--- src/rtl/mck_pkg.sv ---
// ----------------------------------------------------------------------------
// mck_pkg
// Types, register indexes and the keying table of the Morse character keyer.
// ----------------------------------------------------------------------------
package mck_pkg;

   localparam int CHAR_W     = 8;
   localparam int LEN_W      = 16;
   localparam int DUR_W      = 18;
   localparam int ELEM_MAX   = 5;
   localparam int ELEM_CNT_W = 3;
   localparam int ELEM_IDX_W = 3;
   localparam int SEG_W      = 4;
   localparam int SLOT_W     = 6;
   localparam int CSR_IDX_W  = 2;

   localparam logic [CSR_IDX_W-1:0] REG_DOT_LENGTH  = 2'd0;
   localparam logic [CSR_IDX_W-1:0] REG_DASH_LENGTH = 2'd1;

   localparam logic [LEN_W-1:0] DOT_LENGTH_RESET  = 16'd100;
   localparam logic [LEN_W-1:0] DASH_LENGTH_RESET = 16'd400;

   localparam logic [CHAR_W-1:0] CHAR_LOWER_A = 8'h61;
   localparam logic [CHAR_W-1:0] CHAR_LOWER_Z = 8'h7a;
   localparam logic [CHAR_W-1:0] CHAR_DIGIT_0 = 8'h30;
   localparam logic [CHAR_W-1:0] CHAR_DIGIT_9 = 8'h39;
   localparam logic [SLOT_W-1:0] DIGIT_SLOT_BASE = 6'd26;

   // pattern bit i is element i, first element in bit 0; 1 = dash
   typedef struct packed {
      logic [ELEM_CNT_W-1:0] len;
      logic [ELEM_MAX-1:0]   pattern;
   } code_type;

   function automatic code_type code_lookup(input logic [SLOT_W-1:0] slot);
      code_type c;
      unique case (slot)
         6'd0:    c = '{3'd2, 5'b00010};
         6'd1:    c = '{3'd4, 5'b00001};
         6'd2:    c = '{3'd4, 5'b00101};
         6'd3:    c = '{3'd3, 5'b00001};
         6'd4:    c = '{3'd1, 5'b00000};
         6'd5:    c = '{3'd4, 5'b00100};
         6'd6:    c = '{3'd3, 5'b00011};
         6'd7:    c = '{3'd4, 5'b00000};
         6'd8:    c = '{3'd2, 5'b00000};
         6'd9:    c = '{3'd4, 5'b01110};
         6'd10:   c = '{3'd3, 5'b00101};
         6'd11:   c = '{3'd4, 5'b00010};
         6'd12:   c = '{3'd2, 5'b00011};
         6'd13:   c = '{3'd2, 5'b00001};
         6'd14:   c = '{3'd3, 5'b00111};
         6'd15:   c = '{3'd4, 5'b00110};
         6'd16:   c = '{3'd4, 5'b01011};
         6'd17:   c = '{3'd3, 5'b00010};
         6'd18:   c = '{3'd3, 5'b00000};
         6'd19:   c = '{3'd1, 5'b00001};
         6'd20:   c = '{3'd3, 5'b00100};
         6'd21:   c = '{3'd4, 5'b01000};
         6'd22:   c = '{3'd3, 5'b00110};
         6'd23:   c = '{3'd4, 5'b01001};
         6'd24:   c = '{3'd4, 5'b01101};
         6'd25:   c = '{3'd4, 5'b00011};
         6'd26:   c = '{3'd5, 5'b11111};
         6'd27:   c = '{3'd5, 5'b11110};
         6'd28:   c = '{3'd5, 5'b11100};
         6'd29:   c = '{3'd5, 5'b11000};
         6'd30:   c = '{3'd5, 5'b10000};
         6'd31:   c = '{3'd5, 5'b00000};
         6'd32:   c = '{3'd5, 5'b00001};
         6'd33:   c = '{3'd5, 5'b00011};
         6'd34:   c = '{3'd5, 5'b00111};
         6'd35:   c = '{3'd5, 5'b01111};
         default: c = '{3'd0, 5'b00000};
      endcase
      return c;
   endfunction

endpackage

--- src/rtl/morse_character_keyer.sv ---
// ----------------------------------------------------------------------------
// morse_character_keyer
// Turns one ASCII character into its Morse keying as tone/silence segments.
// ----------------------------------------------------------------------------
// Usage:
//   req_*  : one word per character, ASCII code in req_tdata[7:0].
//   rsp_*  : one word per segment; rsp_tuser[0] is 1 for tone, 0 for silence,
//            rsp_tdata[17:0] is the segment length in ms, rsp_tlast marks
//            the closing character gap.
//   csr_*  : register writes, index 0 dot length, index 1 dash length.
//            Writes are always taken (csr_ready high); other indexes are
//            dropped.
// Each keyed character ('a'-'z', '0'-'9') of n elements gives 2n+1 segments
// (3 to 11), one per cycle from the single segment sequencer while the output
// register can load (empty or rsp_tready high). Any other code is taken and dropped.
// The first segment passes through the sequencer and then the output register,
// and the next character is taken in the cycle its predecessor's gap segment is
// loaded into the output register.
// Reset empties the sequencer and the output register and sets the dot
// length to 100 ms and the dash length to 400 ms.
// While rsp_tready is low the output register holds its segment and the
// sequencer waits.
// ----------------------------------------------------------------------------
module morse_character_keyer
   import mck_pkg::*;
(
   input  logic                 clock,
   input  logic                 reset,
   input  logic                 req_tvalid,
   output logic                 req_tready,
   input  logic [7:0]           req_tdata,   // [7:0] character
   output logic                 rsp_tvalid,
   input  logic                 rsp_tready,
   output logic [23:0]          rsp_tdata,   // [17:0] duration_ms, [23:18] zero
   output logic [0:0]           rsp_tuser,   // [0] tone_on
   output logic                 rsp_tlast,
   input  logic                 csr_valid,
   output logic                 csr_ready,
   input  logic [CSR_IDX_W-1:0] csr_index,
   input  logic [LEN_W-1:0]     csr_data
);

   logic [LEN_W-1:0]      dot_len_ff, dot_len_in;
   logic [LEN_W-1:0]      dash_len_ff, dash_len_in;

   logic                  job_valid_ff, job_valid_in;
   logic [ELEM_CNT_W-1:0] job_len_ff, job_len_in;
   logic [ELEM_MAX-1:0]   job_code_ff, job_code_in;
   logic [SEG_W-1:0]      job_seg_ff, job_seg_in;

   logic                  out_valid_ff, out_valid_in;
   logic                  out_tone_ff, out_tone_in;
   logic [DUR_W-1:0]      out_dur_ff, out_dur_in;
   logic                  out_last_ff, out_last_in;

   logic                  req_fire;
   logic                  out_load;
   logic                  seg_gap;
   logic                  seg_final;
   logic                  keyed;
   logic [SLOT_W-1:0]     slot;
   code_type              code;
   logic [ELEM_IDX_W-1:0] elem_idx;
   logic [DUR_W-1:0]      gap_dur;

   assign csr_ready = 1'b1;

   always_comb begin
      dot_len_in  = dot_len_ff;
      dash_len_in = dash_len_ff;
      if (csr_valid && csr_ready) begin
         if (csr_index == REG_DOT_LENGTH) begin
            dot_len_in = csr_data;
         end
         if (csr_index == REG_DASH_LENGTH) begin
            dash_len_in = csr_data;
         end
      end
   end

   // decode the character into its element count and pattern
   always_comb begin
      keyed = 1'b0;
      slot  = '0;
      if (req_tdata >= CHAR_LOWER_A && req_tdata <= CHAR_LOWER_Z) begin
         keyed = 1'b1;
         slot  = SLOT_W'(req_tdata - CHAR_LOWER_A);
      end else if (req_tdata >= CHAR_DIGIT_0 && req_tdata <= CHAR_DIGIT_9) begin
         keyed = 1'b1;
         slot  = SLOT_W'(req_tdata - CHAR_DIGIT_0) + DIGIT_SLOT_BASE;
      end
      code = code_lookup(slot);
   end

   assign out_load  = !out_valid_ff || rsp_tready;
   assign seg_gap   = (job_seg_ff == {job_len_ff, 1'b0});
   assign seg_final = job_valid_ff && seg_gap;
   assign req_tready = !job_valid_ff || (seg_final && out_load);
   assign req_fire  = req_tvalid && req_tready;
   assign elem_idx  = job_seg_ff[SEG_W-1:1];
   assign gap_dur   = {2'b00, dash_len_ff} + {1'b0, dash_len_ff, 1'b0};

   // advance the sequencer one segment per loaded output word
   always_comb begin
      job_valid_in = job_valid_ff;
      job_len_in   = job_len_ff;
      job_code_in  = job_code_ff;
      job_seg_in   = job_seg_ff;
      if (job_valid_ff && out_load) begin
         job_seg_in = job_seg_ff + SEG_W'(1);
         if (seg_gap) begin
            job_valid_in = 1'b0;
         end
      end
      if (req_fire) begin
         job_valid_in = keyed;
         job_len_in   = code.len;
         job_code_in  = code.pattern;
         job_seg_in   = '0;
      end
   end

   always_comb begin
      out_valid_in = out_valid_ff;
      out_tone_in  = out_tone_ff;
      out_dur_in   = out_dur_ff;
      out_last_in  = out_last_ff;
      if (out_load) begin
         out_valid_in = job_valid_ff;
         if (seg_gap) begin
            out_tone_in = 1'b0;
            out_dur_in  = gap_dur;
            out_last_in = 1'b1;
         end else if (job_seg_ff[0]) begin
            out_tone_in = 1'b0;
            out_dur_in  = {2'b00, dash_len_ff};
            out_last_in = 1'b0;
         end else begin
            out_tone_in = 1'b1;
            out_dur_in  = job_code_ff[elem_idx] ? {2'b00, dash_len_ff}
                                                : {2'b00, dot_len_ff};
            out_last_in = 1'b0;
         end
      end
   end

   always_ff @(posedge clock) begin
      if (reset) begin
         dot_len_ff   <= DOT_LENGTH_RESET;
         dash_len_ff  <= DASH_LENGTH_RESET;
         job_valid_ff <= 1'b0;
         out_valid_ff <= 1'b0;
      end else begin
         dot_len_ff   <= dot_len_in;
         dash_len_ff  <= dash_len_in;
         job_valid_ff <= job_valid_in;
         out_valid_ff <= out_valid_in;
      end
   end

   always_ff @(posedge clock) begin
      job_len_ff  <= job_len_in;
      job_code_ff <= job_code_in;
      job_seg_ff  <= job_seg_in;
      out_tone_ff <= out_tone_in;
      out_dur_ff  <= out_dur_in;
      out_last_ff <= out_last_in;
   end

   assign rsp_tvalid   = out_valid_ff;
   assign rsp_tdata    = {{(24-DUR_W){1'b0}}, out_dur_ff};
   assign rsp_tuser[0] = out_tone_ff;
   assign rsp_tlast    = out_last_ff;

   a_seg_in_range: assert property (@(posedge clock) disable iff (reset)
      job_valid_ff |-> (job_seg_ff <= {job_len_ff, 1'b0}
                        && job_len_ff != '0
                        && job_len_ff <= ELEM_CNT_W'(ELEM_MAX)))
      else $error("segment index beyond character gap");

   a_gap_is_silence: assert property (@(posedge clock) disable iff (reset)
      rsp_tvalid && rsp_tlast |-> !rsp_tuser[0])
      else $error("character gap carries tone");

   a_busy_blocks_req: assert property (@(posedge clock) disable iff (reset)
      !req_tready |-> job_valid_ff && !(seg_final && out_load))
      else $error("request stalled without pending segments");

   a_seg_advance: assert property (@(posedge clock) disable iff (reset)
      job_valid_ff && out_load && !seg_gap |=> job_valid_ff
                                             && job_seg_ff == $past(job_seg_ff) + SEG_W'(1))
      else $error("sequencer skipped or repeated a segment");

   a_reset_lengths: assert property (@(posedge clock)
      $past(reset) |-> dot_len_ff == DOT_LENGTH_RESET && dash_len_ff == DASH_LENGTH_RESET)
      else $error("length registers not at reset value");

endmodule
--- config.mk ---
export PLATFORM = sky130hd
export DESIGN_NAME = morse_character_keyer
export DESIGN_NICKNAME = d
export VERILOG_FILES = /design/src/rtl/mck_pkg.sv /design/src/rtl/morse_character_keyer.sv
export SDC_FILE = /design/constraint.sdc
export NUM_CORES = 1
export LEC_CHECK = 0
export BUFFER_PORTS_ARGS = -buffer_cell sky130_fd_sc_hd__buf_4
export CAP_MARGIN = 20
export CORE_MARGIN = 10
export CORE_UTILIZATION = 52
export DETAILED_ROUTE_END_ITERATION = 8
export GPL_ROUTABILITY_DRIVEN = 0
export HOLD_SLACK_MARGIN = 0.06
export PLACE_DENSITY_LB_ADDON = 0.15
export SYNTH_ARGS = -nofsm -noshare
export SYNTH_HDL_FRONTEND = slang
export SYNTH_SLANG_ARGS = --single-unit
--- constraint.sdc ---
create_clock -name clock -period 2.8 [get_ports clock]
set_input_delay 0 -clock clock [delete_from_list [all_inputs] [get_ports clock]]
set_output_delay 0 -clock clock [all_outputs]
set_load 0.005 [all_outputs]
After elaboration in Yosys (flattened, before gate mapping)
Memory sizes are Yosys's and may differ from the RTL's. A register that Yosys moved wholly into a read port is not among the register bits.
Index checks and enable logic that the tools add are counted.

storage, ports and cells
  memories = 1
  flip-flop bits (word level) = 58
  ROM bits = 512
  input bits = 31

cells by class
  multiplexer cells = 14
  reductions and logical operators = 16
  equal/unequal tests = 2
  $lt $le $gt $ge = 5
  add/subtract/negate cells = 5

memories
  memory           depth  width  rd ports  clocked after memory_dff  write ports  line           source
  (no name shown)  64     8      1         1                         0            mck_pkg.sv:37  unique case (slot)

operators with widths
  operator               number
  $mux W16               2
  $add A16 B17 Y18       1
  $mux W18               1
  $mux W6                2
  $sub A6 B6 Y6 const B  2
  $ge A8 B6 Y1 const B   1
  $ge A8 B7 Y1 const B   1
  $le A8 B6 Y1 const B   1
  $le A8 B7 Y1 const B   1
  $mux W1                8
  $add A6 B5 Y6 const B  1
  $logic_and A1 B1 Y1    6
  $reduce_and A2 Y1      3
  $add A4 B1 Y4 const B  1
  $eq A4 B4 Y1           1
  $lt A3 B4 Y1 const B   1
  $reduce_bool A2 Y1     2
  $bmux W1 S3            1
  $eq A2 B1 Y1 const B   1
  $logic_not A1 Y1       2
  $logic_not A2 Y1       1
  $logic_or A1 B1 Y1     2

Logic depth before layout (Yosys ltp)
  depth after elaboration = 7
  mapped depth = 13

Least setup slack after synthesis
Ideal clock, no wire load.

  path kind = input to register
  start = input port req_tdata[1]
  end = register job_code_ff[3], data pin
  library setup time = 0.261 ns
  arrival = 2.401 ns
  path buffers = 0
  stages = 13
  required time = 2.539 ns
  setup slack = 0.138 ns
  cells stage by stage = inv_1 -> ha_1 -> nor3b_1 -> a21oi_2 -> nand2_1 -> o21ai_1 -> inv_1 -> ha_1 -> nor2_1 -> o21bai_1 -> nand3_1 -> a21oi_1 -> a311o_1

on the way
  longest elaborated chain between the ends = 4
  elaborated cells between the ends (all ways) = 11

ends and longest elaborated chain
  what                                                  line                                                      source
  start: declaration                                    morse_character_keyer.sv:31                               input logic [7:0] req_tdata,
  $sub A6 B6 Y6, or another cell as far along           morse_character_keyer.sv:90                               slot = SLOT_W'(req_tdata - CHAR_DIGIT_0) + DIGIT_SLOT_BASE;
  $add A6 B5 Y6 or $logic_and A1 B1 Y1 (tied branches)  morse_character_keyer.sv:90, morse_character_keyer.sv:88
  $mux W6                                               morse_character_keyer.sv:88                               end else if (req_tdata >= CHAR_DIGIT_0 && req_tdata <= CHAR_DIGIT_9) begin
  $mux W6 *                                             morse_character_keyer.sv:85                               if (req_tdata >= CHAR_LOWER_A && req_tdata <= CHAR_LOWER_Z) begin
  end: declaration                                      morse_character_keyer.sv:48                               logic [ELEM_MAX-1:0] job_code_ff, job_code_in;

Every way passes the cells marked *; elsewhere a longest branch is shown, timed or not.
A chain may end at the register's enable or synchronous reset.

Final worst setup path
  start = register dash_len_ff[1]
  end = register out_dur_ff[15], data pin

on the way
  longest elaborated chain between the ends = 2

ends and longest elaborated chain
  what                      line                          source
  start: declaration        morse_character_keyer.sv:44   logic [LEN_W-1:0] dash_len_ff, dash_len_in;
  start signal: assignment  morse_character_keyer.sv:155  dash_len_ff <= dash_len_in;
  $add A16 B17 Y18          morse_character_keyer.sv:101  assign gap_dur = {2'b00, dash_len_ff} + {1'b0, dash_len_ff, 1'b0};
  $mux W18                  morse_character_keyer.sv:130  if (seg_gap) begin
  end signal: assignment    morse_character_keyer.sv:166  out_dur_ff <= out_dur_in;
  end: declaration          morse_character_keyer.sv:53   logic [DUR_W-1:0] out_dur_ff, out_dur_in;

Every way passes these cells.

==> flow_summary.yaml <==
outcome:
  status: "complete, no violations"
power_and_ir_drop:
  internal_power_uw: 1841
  cellLeakagePower_uw: 0.002163
  p_sw_uw: 642.7
  power.density_mw_per_mm2: 479.7
  power_frac_clock_pct: 35.7
  p_comb_share_pct: 19.4
  seqPwrFrac_pct: 44.9
  peakVddDrop_mv: 0.2174
  switching_share_pct: 25.88
routing:
  ant_nets: 0
  dr.pass1.iters: 7
  routed_wl_um: 10100
  vias: 3677
  drc: 0
  post_drt_wl_per_cell_um: 15.23
  drt_iter0_drc: 212
  drt-vias-per-instance: 5.546
logic_synthesis:
  syn_avg_cell_area_um2: 8.751
  synthDistinctLibCells: 63
  synth_edf_count: 28
  yosysSeqAreaShare_pct: 37.97
  synth_seq_cells: 66
  synthCells: 482
  ys.flop_type: "dfxtp_1"
  synth_area_mm2: 0.004218
  synth-async-reset-ratio_pct: 0
  yosys_warnings: 0
floorplan:
  die_width_um: 110.1
  die-area_mm2: 0.01211
  core-area_mm2: 0.007807
  fp-row-count: 32
  start_util_pct: 54.02
  io_pins: 60
  die_height_um: 110.1
final_layout:
  n_fill_cell: 673
  fin_util_pct: 66.30
  diodes: 0
  drive_gt1_share_pct: 17.29
  areaGrowthSynthToFinish_pct: 22.72
  nets: 619
sta:
  hold_viol_final: 0
  max_slew_margin_pct: 48.50
  worst_pin_slew_ps: 772.5
  max_freq_ghz: 0.3818
  setup_slack_ps: 180.5
  skew_ps: 14.26
  post-route-period-util_pct: 93.55
  setup_violations: 0
  fin_crit_ps: 2619
  maxSlewViolCount: 0
critical_path:
  crit_start: "dash_len_ff[1]$_SDFFE_PP0P_"
  cp.required_ps: 2890
  start_kind: "register"
  critPathKind: "register to register"
  endpoint_kind: "register"
  timing.rr.start: "dash_len_ff[1]$_SDFFE_PP0P_"
  worstPathArrival_ps: 2710
  cp_max_fo: 5
global_route:
  grt_max_degree: 36
  grt.total_usage_pct: 17.19
  overflow: 0
  antenna_found_initial: 0
  grt_pass1_vias: 3609
  grt_pass1_wl_um: 16890
clock_network:
  htree_levels: 3
  cts_inserted_buffers: 9
  cts_buffer_depth: 2
  cts_sinks: 66
  clk_pin_slew_worst_paths_ps: 80
  cts_tree: "yes"
  worstSkewPairLatency_ps: 350
  cts_root_buf: "clkbuf_8"
flow_run:
  drv_cap: 0
hold_path:
  hold_class: "input pin to register"
  hp-start: "csr_index[1]"
place:
  dp_slack_ps: -115.3
  io_buffers: 52
  dp_hpwl_um: 7107
[worst paths after layout]
kind	end	slack, ps	cells after the start
worst min-delay path	dot_len_ff[3]$_SDFFE_PP0P_	170	5
worst max register to register	out_dur_ff[15]$_DFFE_PP_	180	11
worst max-delay path	out_dur_ff[15]$_DFFE_PP_	180	11
worst min register to register	dot_len_ff[0]$_SDFFE_PP0P_	450	2
[power by group through the flow]
stage	Sequential (uW)	Combinational, uW	Clock (uW)
6_report	1110	482	887
5_1_grt	1120	536	938
4_1_cts	1120	478	899
3_5_place_dp	1140	454	0
3_3_place_gp	1130	446	0
2_1_floorplan	1130	273	0
[registers in the layout, summed over array words and instances, names as in the netlist]
name	count
dash_len_ff	16
dot_len_ff	16
job_code_ff	5
job_len_ff	3
job_seg_ff	4
job_valid_ff	1
out_dur_ff	18
rsp_tlast	1
rsp_tuser	1
rsp_tvalid	1
[cell usage in the layout, fill, tap and decap left out, types with 3 or more instances in the layout]
cell type,instances
a211oi_1,8
a21o_1,3
a21oi_1,45
a31oi_1,4
and2_1,5
buf_4,64
clkbuf_8,10
conb_1,7
dfxtp_1,38
dlygate4sd3_1,20
edfxtp_1,28
ha_1,31
inv_1,14
mux2i_1,11
nand2_1,93
nand2b_1,5
nand3_1,11
nand3b_1,10
nor2_1,25
nor2b_1,9
nor3_1,4
o211ai_1,6
o21a_1,3
o21ai_0,23
o21ai_1,4
o21bai_1,3
o311ai_1,3
o31ai_1,4
or3_1,3
xnor2_1,10
xor2_1,9
[final cells by class]
cell class | count | area, um2 | share of cell area, %
clock inverters | 5 | 77.57 | 1.499
clock buffers | 11 | 141.4 | 2.731
repair buffers | 85 | 700.7 | 13.54
well taps | 102 | 127.6 | 2.466
inverters | 15 | 56.30 | 1.088
multi-input cells | 379 | 2471 | 47.74
flip-flops and latches | 66 | 1602 | 30.94
[what timing repair did]
item / CTS / global route
resized for setup: 0 / 3
hold buffers: 20 / 0
setup endpoints to repair: 0 / 4
endpoints found under the hold margin: 33 / 0
buffers inserted: 0 / 1
[logic make-up (layout without fill, tap and decap cells)]
group                      after synthesis  after routing  share of synthesized area, %
DFF                                     66             66                         37.97
and+or+nand+nor                        181            181                         20.11
buffers and inverters                   42            116                         4.628
xor gates and xnor gates                19             19                         3.945
other                                    2              7                        0.1781
AOI/OAI and AO/OA                      126            126                         19.82
adders and majority gates               32             32                         9.671
muxes                                   14             14                         3.678
[cell usage after synthesis (2+ instances only)]
cell type / n / share of area [%]
o21ai_1: 3 / 0.36
o211ai_1: 6 / 1.1
nor2b_1: 9 / 1.3
clkbuf_1: 13 / 1.2
nand2b_1: 5 / 0.74
buf_2: 6 / 0.71
o21a_1: 3 / 0.53
nand3b_1: 10 / 1.8
nand4_1: 2 / 0.30
conb_1: 2 / 0.18
xnor2_1: 10 / 2.1
o2111ai_1: 2 / 0.42
nor3b_1: 2 / 0.36
and3_1: 2 / 0.30
buf_4: 8 / 1.4
ha_1: 31 / 9.2
a21o_1: 3 / 0.53
a211oi_1: 9 / 1.6
nand3_1: 11 / 1.3
o31ai_1: 4 / 0.71
edfxtp_1: 28 / 20
o21bai_1: 3 / 0.53
nor2_1: 25 / 2.2
a21oi_1: 46 / 5.5
o311ai_1: 3 / 0.62
a31oi_1: 4 / 0.59
dfxtp_1: 38 / 18
o21ai_0: 24 / 2.8
inv_1: 14 / 1.2
or3_1: 3 / 0.45
nor3_1: 4 / 0.47
mux2i_1: 11 / 2.6
or3b_2: 2 / 0.42
nand2_1: 93 / 8.3
and2_1: 5 / 0.74
mux2_2: 2 / 0.53
xor2_1: 9 / 1.9
nor4_1: 2 / 0.30
[critical path: stages (launching register included)]
cell and delay [ps]:
dfxtp_1 430, ha_1 220, inv_1 60, fa_1 390, nor2b_1 130, o21ai_1 90
a21oi_2 250, o41ai_4 120, o211ai_1 210, a31oi_1 180, xnor2_1 190, a21oi_1 90
[routing by layer]
layer	vias up	wire length (um)	global-route usage [%]
li1	1860	-	-
met1	1700	4475	21.70
met2	113	4920	28.79
met3	4	628	3.772
met4	0	74	5.019
met5	-	0	0
[per-stage QoR]
step           total power [uW]  area, um2  TNS, ps  instances  hold slack, ps
2_1_floorplan              1408       4237        0        487           105.9
3_3_place_gp               1580       4735        0        626           220.8
3_5_place_dp               1590       4735   -287.7        626           224.6
4_1_cts                    2492       5154        0        662           149.0
5_1_grt                    2597       5176   -20.35        663           168.4
6_report                   2483       5176        0        663           165.6
No activity file was read; power rests on OpenSTA's default activity.
